### config.mk
export PLATFORM = sky130hd
export DESIGN_NAME = lru_page_replacement_core
export DESIGN_NICKNAME = d
export VERILOG_FILES = /design/src/lrupr_pkg.sv /design/src/lrupr_pipe_reg.sv /design/src/lrupr_frame_store.sv /design/src/lru_page_replacement_core.sv
export SDC_FILE = /design/constraint.sdc
export NUM_CORES = 1
export LEC_CHECK = 0
export ABC_AREA = 1
export ABC_CLOCK_PERIOD_IN_PS = 7500
export CELL_PAD_IN_SITES_DETAIL_PLACEMENT = 0
export CELL_PAD_IN_SITES_GLOBAL_PLACEMENT = 1
export CORE_AREA = 2 2 151 153
export DETAILED_ROUTE_END_ITERATION = 10
export DIE_AREA = 0 0 153 155
export DONT_BUFFER_PORTS = 1
export GPL_TIMING_DRIVEN = 1
export PLACE_DENSITY = 0.78
export SYNTH_ARGS = -nofsm -noshare
export SYNTH_HDL_FRONTEND = slang
export SYNTH_HIERARCHICAL = 1
export SYNTH_SLANG_ARGS = --single-unit
### constraint.sdc
create_clock -name aclk -period 7.5 [get_ports aclk]
set_clock_uncertainty 0.1 [all_clocks]
set_input_delay 1.5 -clock aclk [delete_from_list [all_inputs] [get_ports aclk]]
set_output_delay 1.5 -clock aclk [all_outputs]
set_load 0.05 [all_outputs]
### src/lrupr_pkg.sv
package lrupr_pkg;

    // Default sizes of the frame store.
    localparam int DEF_NUM_FRAMES = 8;
    localparam int DEF_PAGE_BITS  = 8;

    // Fixed widths of the ports.
    localparam int PAGE_W  = 8;
    localparam int FAULT_W = 16;
    localparam int CFG_W   = 4;

    // Capacity after reset, before clamping to the frame count.
    localparam int CAP_RESET = 8;

    // One result of the frame store.
    typedef struct packed {
        logic               hit;
        logic               evicted_valid;
        logic [PAGE_W-1:0]  evicted_page;
        logic [FAULT_W-1:0] fault_total;
    } lrupr_result_t;

endpackage

### src/lrupr_pipe_reg.sv
module lrupr_pipe_reg #(
    parameter int WIDTH = 8
) (
    input  logic             aclk,
    input  logic             aresetn,
    input  logic             s_valid,
    output logic             s_ready,
    input  logic [WIDTH-1:0] s_data,
    output logic             m_valid,
    input  logic             m_ready,
    output logic [WIDTH-1:0] m_data
);

    logic             valid_reg;
    logic [WIDTH-1:0] data_reg;

    // The stage takes a new request when empty or when its content leaves.
    assign s_ready = !valid_reg || m_ready;
    assign m_valid = valid_reg;
    assign m_data  = data_reg;

    always_ff @(posedge aclk) begin
        if (!aresetn) begin
            valid_reg <= 1'b0;
        end else if (s_ready) begin
            valid_reg <= s_valid;
        end
    end

    // Payload needs no reset.
    always_ff @(posedge aclk) begin
        if (s_ready && s_valid) begin
            data_reg <= s_data;
        end
    end

endmodule

### src/lrupr_frame_store.sv
module lrupr_frame_store #(
    parameter int NUM_FRAMES = lrupr_pkg::DEF_NUM_FRAMES,
    parameter int PAGE_BITS  = lrupr_pkg::DEF_PAGE_BITS,
    parameter int CNT_W      = $clog2(NUM_FRAMES + 1)
) (
    input  logic                        aclk,
    input  logic                        aresetn,
    input  logic                        take,
    input  logic [lrupr_pkg::PAGE_W-1:0] page_in,
    input  logic [CNT_W-1:0]            capacity,
    output lrupr_pkg::lrupr_result_t    result
);

    localparam int RANK_W = (NUM_FRAMES > 1) ? $clog2(NUM_FRAMES) : 1;
    localparam int IDX_W  = RANK_W;
    localparam int PAGE_W = lrupr_pkg::PAGE_W;
    localparam int FAULT_W = lrupr_pkg::FAULT_W;

    logic [PAGE_BITS-1:0]  page_reg   [NUM_FRAMES];
    logic [PAGE_BITS-1:0]  page_next  [NUM_FRAMES];
    logic [RANK_W-1:0]     rank_reg   [NUM_FRAMES];
    logic [RANK_W-1:0]     rank_next  [NUM_FRAMES];
    logic [NUM_FRAMES-1:0] valid_reg;
    logic [NUM_FRAMES-1:0] valid_next;
    logic [CNT_W-1:0]      count_reg;
    logic [CNT_W-1:0]      count_next;
    logic [FAULT_W-1:0]    fault_reg;
    logic [FAULT_W-1:0]    fault_next;

    logic [PAGE_BITS-1:0]  page;
    logic [NUM_FRAMES-1:0] hit_vec;
    logic [NUM_FRAMES-1:0] free_vec;
    logic [NUM_FRAMES-1:0] lru_vec;
    logic [IDX_W-1:0]      hit_idx;
    logic [IDX_W-1:0]      free_idx;
    logic [IDX_W-1:0]      lru_idx;
    logic [IDX_W-1:0]      victim_idx;
    logic [RANK_W-1:0]     hit_rank;
    logic [CNT_W-1:0]      oldest_rank;
    logic                  hit;
    logic                  full;
    logic [PAGE_BITS-1:0]  victim_page;
    logic [PAGE_W-1:0]     victim_page_out;

    // Fit the port's page number to the stored page width.
    generate
        if (PAGE_BITS > PAGE_W) begin : g_page_wide
            assign page            = {{(PAGE_BITS-PAGE_W){1'b0}}, page_in};
            assign victim_page_out = victim_page[PAGE_W-1:0];
        end else if (PAGE_BITS == PAGE_W) begin : g_page_same
            assign page            = page_in;
            assign victim_page_out = victim_page;
        end else begin : g_page_narrow
            assign page            = page_in[PAGE_BITS-1:0];
            assign victim_page_out = {{(PAGE_W-PAGE_BITS){1'b0}}, victim_page};
        end
    endgenerate

    // Valid frames hold distinct ranks 0..count-1, so the oldest has count-1.
    assign oldest_rank = count_reg - CNT_W'(1);

    // Tag compare, free frame and oldest frame, each with a priority pick.
    always_comb begin
        hit_idx  = '0;
        free_idx = '0;
        lru_idx  = '0;
        for (int i = 0; i < NUM_FRAMES; i++) begin
            hit_vec[i]  = valid_reg[i] && (page_reg[i] == page);
            free_vec[i] = !valid_reg[i];
            lru_vec[i]  = valid_reg[i] && (CNT_W'(rank_reg[i]) == oldest_rank);
        end
        for (int i = NUM_FRAMES - 1; i >= 0; i--) begin
            if (hit_vec[i]) begin
                hit_idx = IDX_W'(i);
            end
            if (free_vec[i]) begin
                free_idx = IDX_W'(i);
            end
            if (lru_vec[i]) begin
                lru_idx = IDX_W'(i);
            end
        end
    end

    assign hit         = |hit_vec;
    assign full        = (count_reg >= capacity);
    assign hit_rank    = rank_reg[hit_idx];
    assign victim_idx  = full ? lru_idx : free_idx;
    assign victim_page = page_reg[lru_idx];

    // Next state of the frames for this request.
    always_comb begin
        for (int i = 0; i < NUM_FRAMES; i++) begin
            page_next[i]  = page_reg[i];
            rank_next[i]  = rank_reg[i];
            valid_next[i] = valid_reg[i];
            if (hit) begin
                if (IDX_W'(i) == hit_idx) begin
                    rank_next[i] = '0;
                end else if (valid_reg[i] && (rank_reg[i] < hit_rank)) begin
                    rank_next[i] = rank_reg[i] + RANK_W'(1);
                end
            end else begin
                if (IDX_W'(i) == victim_idx) begin
                    page_next[i]  = page;
                    rank_next[i]  = '0;
                    valid_next[i] = 1'b1;
                end else if (valid_reg[i]) begin
                    rank_next[i] = rank_reg[i] + RANK_W'(1);
                end
            end
        end
        count_next = count_reg;
        fault_next = fault_reg;
        if (!hit) begin
            if (!full) begin
                count_next = count_reg + CNT_W'(1);
            end
            if (fault_reg != '1) begin
                fault_next = fault_reg + FAULT_W'(1);
            end
        end
    end

    // Result of this request.
    always_comb begin
        result.hit           = hit;
        result.evicted_valid = !hit && full;
        result.evicted_page  = (!hit && full) ? victim_page_out : '0;
        result.fault_total   = fault_next;
    end

    // Control state.
    always_ff @(posedge aclk) begin
        if (!aresetn) begin
            valid_reg <= '0;
            count_reg <= '0;
            fault_reg <= '0;
        end else if (take) begin
            valid_reg <= valid_next;
            count_reg <= count_next;
            fault_reg <= fault_next;
        end
    end

    // Pages and ranks of invalid frames are never read.
    always_ff @(posedge aclk) begin
        if (take) begin
            for (int i = 0; i < NUM_FRAMES; i++) begin
                page_reg[i] <= page_next[i];
                rank_reg[i] <= rank_next[i];
            end
        end
    end

    // The fill count tracks the number of valid frames.
    assert property (@(posedge aclk) disable iff (!aresetn)
        $countones(valid_reg) == int'(count_reg))
        else $error("fill count does not match valid frames");

    // A page is resident in at most one frame.
    assert property (@(posedge aclk) disable iff (!aresetn)
        $onehot0(hit_vec))
        else $error("page resident in more than one frame");

    // A nonempty store has exactly one oldest frame.
    assert property (@(posedge aclk) disable iff (!aresetn)
        (count_reg != '0) |-> $onehot(lru_vec))
        else $error("ranks of valid frames are not distinct");

    // A miss while not full always finds a free frame.
    assert property (@(posedge aclk) disable iff (!aresetn)
        (take && !hit && !full) |-> (free_vec != '0))
        else $error("no free frame below capacity");

    // The fault counter never goes down outside reset.
    assert property (@(posedge aclk) disable iff (!aresetn)
        $past(aresetn) |-> (fault_reg >= $past(fault_reg)))
        else $error("fault counter decreased");

endmodule

### src/lru_page_replacement_core.sv
// Least-recently-used page frame store, fully associative.
//
// Input channel (s_valid / s_ready / s_page_number): one page reference per
// request. Result channel (m_valid / m_ready / m_*): one result per request,
// in order: hit flag, evicted page if any, and the saturating fault count.
// Configuration channel (cfg_valid / cfg_ready / cfg_data): sets the number
// of frames in use; 0 acts as 1 and values above NUM_FRAMES act as
// NUM_FRAMES. cfg_ready is always high; write only while the block is idle.
//
// A request enters an input register, is matched against all frames there,
// and updates the ranks as it moves on into the output register, where its
// result lands and raises m_valid. A new request is taken every cycle while
// the receiver takes results, since the compare and rank update over all
// frames are combinational.
//
// Reset empties all frames, clears the fault count and sets the capacity
// to 8 frames (or NUM_FRAMES if smaller). When the receiver stalls, the
// output and input registers fill and s_ready drops; nothing is lost.
module lru_page_replacement_core #(
    parameter int NUM_FRAMES = lrupr_pkg::DEF_NUM_FRAMES,
    parameter int PAGE_BITS  = lrupr_pkg::DEF_PAGE_BITS
) (
    input  logic                          aclk,
    input  logic                          aresetn,
    input  logic                          s_valid,
    output logic                          s_ready,
    input  logic [lrupr_pkg::PAGE_W-1:0]  s_page_number,
    output logic                          m_valid,
    input  logic                          m_ready,
    output logic                          m_hit,
    output logic                          m_evicted_valid,
    output logic [lrupr_pkg::PAGE_W-1:0]  m_evicted_page,
    output logic [lrupr_pkg::FAULT_W-1:0] m_fault_total,
    input  logic                          cfg_valid,
    output logic                          cfg_ready,
    input  logic [lrupr_pkg::CFG_W-1:0]   cfg_data
);

    localparam int CNT_W    = $clog2(NUM_FRAMES + 1);
    localparam int CAP_INIT = (lrupr_pkg::CAP_RESET > NUM_FRAMES) ?
                              NUM_FRAMES : lrupr_pkg::CAP_RESET;
    localparam int RES_W    = $bits(lrupr_pkg::lrupr_result_t);

    logic [CNT_W-1:0]                  cap_reg;
    logic [CNT_W-1:0]                  cap_next;
    logic                              req_valid;
    logic [lrupr_pkg::PAGE_W-1:0]      req_page;
    logic                              res_ready;
    logic                              take;
    lrupr_pkg::lrupr_result_t          res;
    lrupr_pkg::lrupr_result_t          res_out;
    logic [RES_W-1:0]                  res_out_bits;

    // Capacity register, clamped to 1..NUM_FRAMES on write.
    assign cfg_ready = 1'b1;

    always_comb begin
        if (cfg_data == '0) begin
            cap_next = CNT_W'(1);
        end else if (32'(cfg_data) > NUM_FRAMES) begin
            cap_next = CNT_W'(NUM_FRAMES);
        end else begin
            cap_next = CNT_W'(cfg_data);
        end
    end

    always_ff @(posedge aclk) begin
        if (!aresetn) begin
            cap_reg <= CNT_W'(CAP_INIT);
        end else if (cfg_valid && cfg_ready) begin
            cap_reg <= cap_next;
        end
    end

    // Input register.
    lrupr_pipe_reg #(
        .WIDTH (lrupr_pkg::PAGE_W)
    ) u_in_reg (
        .aclk    (aclk),
        .aresetn (aresetn),
        .s_valid (s_valid),
        .s_ready (s_ready),
        .s_data  (s_page_number),
        .m_valid (req_valid),
        .m_ready (res_ready),
        .m_data  (req_page)
    );

    // The frame state advances when a request moves into the output register.
    assign take = req_valid && res_ready;

    lrupr_frame_store #(
        .NUM_FRAMES (NUM_FRAMES),
        .PAGE_BITS  (PAGE_BITS),
        .CNT_W      (CNT_W)
    ) u_store (
        .aclk     (aclk),
        .aresetn  (aresetn),
        .take     (take),
        .page_in  (req_page),
        .capacity (cap_reg),
        .result   (res)
    );

    // Output register.
    lrupr_pipe_reg #(
        .WIDTH (RES_W)
    ) u_out_reg (
        .aclk    (aclk),
        .aresetn (aresetn),
        .s_valid (req_valid),
        .s_ready (res_ready),
        .s_data  (res),
        .m_valid (m_valid),
        .m_ready (m_ready),
        .m_data  (res_out_bits)
    );

    assign res_out         = lrupr_pkg::lrupr_result_t'(res_out_bits);
    assign m_hit           = res_out.hit;
    assign m_evicted_valid = res_out.evicted_valid;
    assign m_evicted_page  = res_out.evicted_page;
    assign m_fault_total   = res_out.fault_total;

endmodule
==> impl_metrics.toml, run 1 <==
[status]
run_status = "finished clean"

[global_routing]
grt_first_pass_wirelength_um = 38700
track_usage_pct = 21.2
first_global_vias = 6810
overflow = 0
grt_start_max_net_pins = 39
antenna_found_initial = 0

[floorplan]
die_wd_um = 153
design.core.area_sq_um = 22200
floorplan.die.height_um = 155
design.die.area_sq_um = 23700
initial_utilization_pct = 41.2
row_count = 55
pin_count = 46

[clock_tree]
cts_tree = "built"
clkSlewWorstSetupHoldPaths_ns = 0.07
cts.sink_count = 156
cts_max_path_buffers = 2
total_cts_buffers = 17
worst_skew_pair.late_latency_ns = 0.43
ctsResizeCount = 0
cts_root_buf = "sky130_fd_sc_hd__clkbuf_16"
hold_buffers = 0
h-tree-depth = 4
post_cts_setup_buffer_count = 0

[cells_and_area]
post_layout_nonfiller_instances = 1361
layout.cells.most_common = "sky130_fd_sc_hd__nand2_1"
areaGrowthSynthToFinish_pct = 8.81
post_route_cells_drive_above_1_share_pct = 12.0
post_layout_nets = 1103
layout_common_cells = "170 x sky130_fd_sc_hd__nand2_1, 132 x sky130_fd_sc_hd__inv_1, 122 x sky130_fd_sc_hd__edfxtp_1"
antenna_cells_inserted = 0
largest_register_ff_count = 64

[routing]
detail_route.first_pass.iterations = 6
vias_per_cell = 5.37
via_count = 7302
antenna_left = 0
wire_length_after_detailed_routing_um = 24900
drt_iter0_drc = 662
wire_per_inst_um = 18.3
remaining_drc_errors = 0

[job]
max-cap-violations = 0

[setup_path]
crit_type = "reg -> reg"
crit_path_top_delay_cell = "sky130_fd_sc_hd__nor2_1"
critical_path.startpoint = "u_store/count_reg[0]"
crit_path_cell_trace = "inv_4 -> ha_1 -> inv_1 -> o21ai_0 -> a211oi_1 -> nand3_1 -> nand2_1 -> nand2_1 -> nand2_1 -> nand2_1 -> nand2_1 -> nand2_2 -> o21ai_4 -> nand4_1 -> nor2_1"
cell_family_contributing_the_most_delay_on_the_critical_path = "simple AND/OR/NAND/NOR gates"
timing.rr.start = "u_store/count_reg[0]"
critical_path_peak_fanout = 38
timing.critical_path.mode_cell = "sky130_fd_sc_hd__nand2_1"
cp-end-kind = "flip-flop"
critical_path_arrival_ns = 4.54
crit_path_start_kind = "flip-flop"
timing.critical_path.slowest_cell_delay_ns = 0.79
timing.critical_path.buf_inv = 2
critPathRequiredTime_ns = 7.44

[timing]
final_number_of_hold_violating_endpoints = 0
grt_setup_unrepaired = "false"
worst-slew-pin-transition_ns = 1.05
slew_headroom_pct = 30.1
fmax_mhz = 217
final.period_utilization_pct = 61.4
setup_viol = 0
report.final.slew_viol_count = 0
fin_setup_tns_ns = 0
fin_crit_ns = 4.60

[synth]
synth.area.mux_share_pct = 0
ys_seq_elements = 156
synth_area_per_cell_sq_um = 8.59
synth_compound_area_share_pct = 14.2
synth_top_family_by_area = "simple AND/OR/NAND/NOR gates"
ys_seq_area_share_pct = 47.5
synth.lib_cells_used.distinct = 56
yosysWarnings = 6
xor_xnor_cell_area_share_of_the_yosys_netlist_pct = 4.42
post_synth_inst_count = 1065
netlist.area_leader.share_pct = 40.0
postSynthNetCount = 1105
synth_simple_gate_area_share_pct = 21.9
synthesis.area_sq_um = 9150
adder_cell_fraction_of_synth_area_pct = 3.15
netlist.top_cell.by_area = "sky130_fd_sc_hd__edfxtp_1"
netlist_top_cells_area = "sky130_fd_sc_hd__edfxtp_1 40%, sky130_fd_sc_hd__dfxtp_1 7.4%, sky130_fd_sc_hd__nand2_1 7.0%"

[hold_path]
min_path_type = "reg -> reg"
hp-start = "cap_reg[1]"

[place]
io_buffer_count = 0
place_congestion = 0.935
hpwl_um = 18000
placedCellCount = 1328

[power]
power-per-cell-area_nw_per_um2 = 203
power.leakage_nw = 4.03
power.ir.vdd_worst_v = 0.000110
-- final cells by class --
class / instances / area, sq um
clock buffer: 21 / 482
tap: 285 / 357
multi-input combinational: 716 / 4000
inverter: 164 / 633
clock inverter: 11 / 82.6
fill: 2176 / 12300
sequential: 156 / 4340
timing repair buffer: 8 / 60.1
-- per-layer routing --
layer  part of all wire [%]  track usage, %
met2                     47            34.0
met1                     45            28.9
met3                    6.5            4.43
met4                    1.7            6.57
met5                      0               0
-- stage by stage --
step | area (sq um) | util [%] | total power [W] | worst slack (ns) | hold slack, ns
2_1_floorplan | 9150 | - | 0.00116 | 4.04 | 0.343
3_3_place_gp | 9380 | 42.2 | 0.00121 | 2.87 | 0.357
3_5_place_dp | 9380 | 42.2 | 0.00121 | 2.78 | 0.360
4_1_cts | 9950 | 44.8 | 0.00204 | 2.71 | 0.371
5_1_grt | 9960 | 44.8 | 0.00210 | 2.46 | 0.402
6_report | 9960 | 44.8 | 0.00202 | 2.90 | 0.371
-- power by group --
part           total, W  internal (W)  leakage (nW)  switching, W
clock network  0.000827      0.000463         0.272      0.000363
registers       0.00101      0.000963          1.39     0.0000505
logic          0.000183     0.0000571          2.37      0.000126
total           0.00202       0.00148          4.03      0.000539
-- final timing paths --
| kind | to | slack, ns | cells after the start |
|---|---|---|---|
| hold reg to reg | cap_reg[1] | 0.37 | 2 |
| setup reg to reg | u_store/page_reg[3][3] | 2.90 | 15 |
| setup / recovery | u_store/page_reg[3][3] | 2.90 | 15 |
| hold / removal | cap_reg[1] | 0.37 | 2 |
-- kinds of logic after synthesis --
kind of cell / Yosys count
other: 1
buffers and inverters: 193
AO/OA/AOI/OAI: 218
AND/OR/NAND/NOR: 430
XOR/XNOR: 44
flip-flops: 156
adder cells (fa/ha/maj): 23
-- worst register-to-register path, cell delays in order (launching register included) --
cell and delay [ns]:
sky130_fd_sc_hd__dfxtp_1 0.58, sky130_fd_sc_hd__inv_4 0.16, sky130_fd_sc_hd__ha_1 0.48, sky130_fd_sc_hd__inv_1 0.26, sky130_fd_sc_hd__o21ai_0 0.13, sky130_fd_sc_hd__a211oi_1 0.17
sky130_fd_sc_hd__nand3_1 0.16, sky130_fd_sc_hd__nand2_1 0.10, sky130_fd_sc_hd__nand2_1 0.05, sky130_fd_sc_hd__nand2_1 0.06, sky130_fd_sc_hd__nand2_1 0.05, sky130_fd_sc_hd__nand2_1 0.07
sky130_fd_sc_hd__nand2_2 0.45, sky130_fd_sc_hd__o21ai_4 0.44, sky130_fd_sc_hd__nand4_1 0.18, sky130_fd_sc_hd__nor2_1 0.79
-- cell usage after synthesis, drive strengths merged --
cell,n
o21a,5
nand2,187
edfxtp,122
dfxtp,34
xor2,30
o311ai,1
o2111ai,3
nand3,70
nor4,1
inv,161
o22ai,22
nand4,14
and2,1
o31ai,2
a221oi,4
o211ai,3
or3,1
a21boi,1
clkinv,3
a31oi,1
conb,1
buf,20
o221ai,1
a211oi,13
nor3,24
and3,1
nor3b,1
nor2,121
or2,9
o21ai,89
ha,23
xnor2,14
clkbuf,9
a21oi,73
No activity file was read; power rests on OpenSTA's default activity.
==> run 2: changes to the inputs <==
ABC_CLOCK_PERIOD_IN_PS = 4300   (was 7500)
clock period = 4.3 ns   (was 7.5 ns; I/O delays follow)
==> run 2 against run 1 <==
Compared with the run above: cell count rose by 2.6%; setup slack got worse by 2.5 ns; register-to-register slack got worse by 2.5 ns; worst hold slack got worse by 0.0026 ns; critical path type unchanged; sequential share of layout area shrank 1.4 points; non-clock buffer count grew 36; power up 83%; first-iteration DRC count up 8.3%; critical path depth rose by 4; maximum frequency rose by 18%; largest power group unchanged; combinational power rose by 92%.
==> impl_metrics.toml, run 2 (same netlist as run 1, synthesis figures left out) <==
[floorplan]
initial_utilization_pct = 41.2
design.die.area_sq_um = 23700
row_count = 55
die_wd_um = 153
floorplan.die.height_um = 155
design.core.area_sq_um = 22200
pin_count = 46

[global_routing]
use_met2_pct = 38.5
antenna_found_initial = 0
gr-max-usage-layer = "met2"
first_global_vias = 7218
met3_usage_pct = 3.43
grt_start_max_net_pins = 29
overflow = 0
track_usage_pct = 22.3
grt_first_pass_wirelength_um = 41000
globalRouteMet1Util_pct = 29.6

[timing]
grt_setup_unrepaired = "false"
worst-slew-pin-transition_ns = 1.03
slew_headroom_pct = 30.8
final_number_of_hold_violating_endpoints = 0
fin_setup_tns_ns = 0
fin_crit_ns = 3.92
fmax_mhz = 255
report.final.slew_viol_count = 0
timing.hold.ws_ns = 0.368
final.period_utilization_pct = 91.1
setup_viol = 0

[clock_tree]
cts_root_buf = "sky130_fd_sc_hd__clkbuf_16"
clkSlewWorstSetupHoldPaths_ns = 0.07
cts.sink_count = 156
total_cts_buffers = 17
cts_max_path_buffers = 2
cts_tree = "built"
worst_skew_pair.late_latency_ns = 0.43
h-tree-depth = 4

[place]
place_congestion = 0.960
io_buffer_count = 0
place_area_sq_um = 9590
hpwl_um = 19000
placedCellCount = 1356

[routing]
remaining_drc_errors = 0
detail_route.first_pass.iterations = 7
drt_iter0_drc = 717
wire_per_inst_um = 18.7
antenna_left = 0
vias_per_cell = 5.39
via_count = 7525
wire_length_after_detailed_routing_um = 26200

[hold_path]
min_path_type = "reg -> reg"
worst_hold_path.endpoint = "cap_reg[1]"
hp-start = "cap_reg[1]"
hold_path_depth = 2

[cells_and_area]
areaGrowthSynthToFinish_pct = 12.3
post_route_cells_drive_above_1_share_pct = 14.8
antenna_cells_inserted = 0
post_layout_nonfiller_instances = 1396
layout_common_cells = "170 x sky130_fd_sc_hd__nand2_1, 132 x sky130_fd_sc_hd__inv_1, 122 x sky130_fd_sc_hd__edfxtp_1"
largest_register_ff_count = 64
layout.cells.most_common = "sky130_fd_sc_hd__nand2_1"
post_layout_nets = 1139
postLayoutCellArea_sq_um = 10300

[setup_path]
timing.rr.start = "u_in_reg/m_data[4]"
critical_path_arrival_ns = 3.93
critical_path_peak_fanout = 12
end_of_the_worst_register_to_register_path = "u_store/rank_reg[5][0]"
crit_path_start_kind = "flip-flop"
reg2regPathDepth = 19
crit_type = "reg -> reg"
reg2reg_setup_slack_ns = 0.38
critical_path.startpoint = "u_in_reg/m_data[4]"
cp-end-kind = "flip-flop"
critPathRequiredTime_ns = 4.32

[power]
power.ir.vdd_worst_v = 0.000230
power-per-cell-area_nw_per_um2 = 360
power.leakage_nw = 4.22

[job]
max-cap-violations = 0

[status]
run_status = "finished clean"
-- run 2: worst max-delay path by stage --
stage / slack, ns / cells after the start / to
after global placement: 0.35 / 17 / u_store/rank_reg[0][0]
after detailed placement: 0.35 / 17 / u_store/rank_reg[5][1]
after CTS: 0.30 / 19 / u_store/rank_reg[0][0]
after floorplan: 0.90 / 16 / u_store/page_reg[7][0]
final: 0.38 / 19 / u_store/rank_reg[5][0]
after global routing: 0.1 / 26 / u_store/rank_reg[0][0]
-- run 2: area by class of cell --
type,count,area (sq um)
Inverter,164,633
Sequential cell,156,4340
Timing Repair Buffer,44,330
Multi-Input combinational cell,716,4000
Clock inverter,14,188
Clock buffer,17,425
Tap cell,285,357
Fill cell,2147,12000
-- run 2: per-layer routing --
metal  vias up  share of wire [%]
met4         0                1.9
met5         -                  0
li1       3664                  -
met3        38                5.8
met2       279                 48
met1      3544                 44
-- run 2: report_power, final --
group | switching [W] | total (W) | internal (W)
clock network | 0.000664 | 0.00159 | 0.000925
logic | 0.000236 | 0.000351 | 0.000115
registers | 0.0000823 | 0.00176 | 0.00168
-- run 2: critical path: stages (launching register included) --
cell	delay, ns
sky130_fd_sc_hd__edfxtp_1	0.65
sky130_fd_sc_hd__buf_4	0.23
sky130_fd_sc_hd__o22ai_1	0.08
sky130_fd_sc_hd__a21oi_1	0.18
sky130_fd_sc_hd__nand3_1	0.11
sky130_fd_sc_hd__and2_2	0.24
sky130_fd_sc_hd__nand2_1	0.09
sky130_fd_sc_hd__nand2_1	0.11
sky130_fd_sc_hd__nand2_4	0.18
sky130_fd_sc_hd__inv_4	0.08
sky130_fd_sc_hd__nand2_1	0.11
sky130_fd_sc_hd__nor2_1	0.05
sky130_fd_sc_hd__o31ai_1	0.24
sky130_fd_sc_hd__nand2_1	0.33
sky130_fd_sc_hd__ha_1	0.39
sky130_fd_sc_hd__nand2_1	0.07
sky130_fd_sc_hd__inv_1	0.03
sky130_fd_sc_hd__nand2_1	0.05
sky130_fd_sc_hd__nand2_1	0.06
sky130_fd_sc_hd__a21oi_2	0.23
-- run 2: metrics by stage --
step           worst slack [ns]  utilization, %  total power (W)
2_1_floorplan             0.902               -          0.00203
3_3_place_gp              0.346            43.2          0.00213
3_5_place_dp              0.348            43.2          0.00213
4_1_cts                   0.300            45.9          0.00372
5_1_grt                  0.0960            46.2          0.00382
6_report                  0.384            46.2          0.00370
-- run 2: timing repair --
| item | 4_1_cts | 5_1_grt |
|---|---|---|
| hold buffers | 0 | 0 |
| buffers inserted | 0 | 9 |
| setup endpoints to repair | 0 | 24 |
| endpoints found under the hold margin | 0 | 0 |
| gates resized for setup | 0 | 0 |
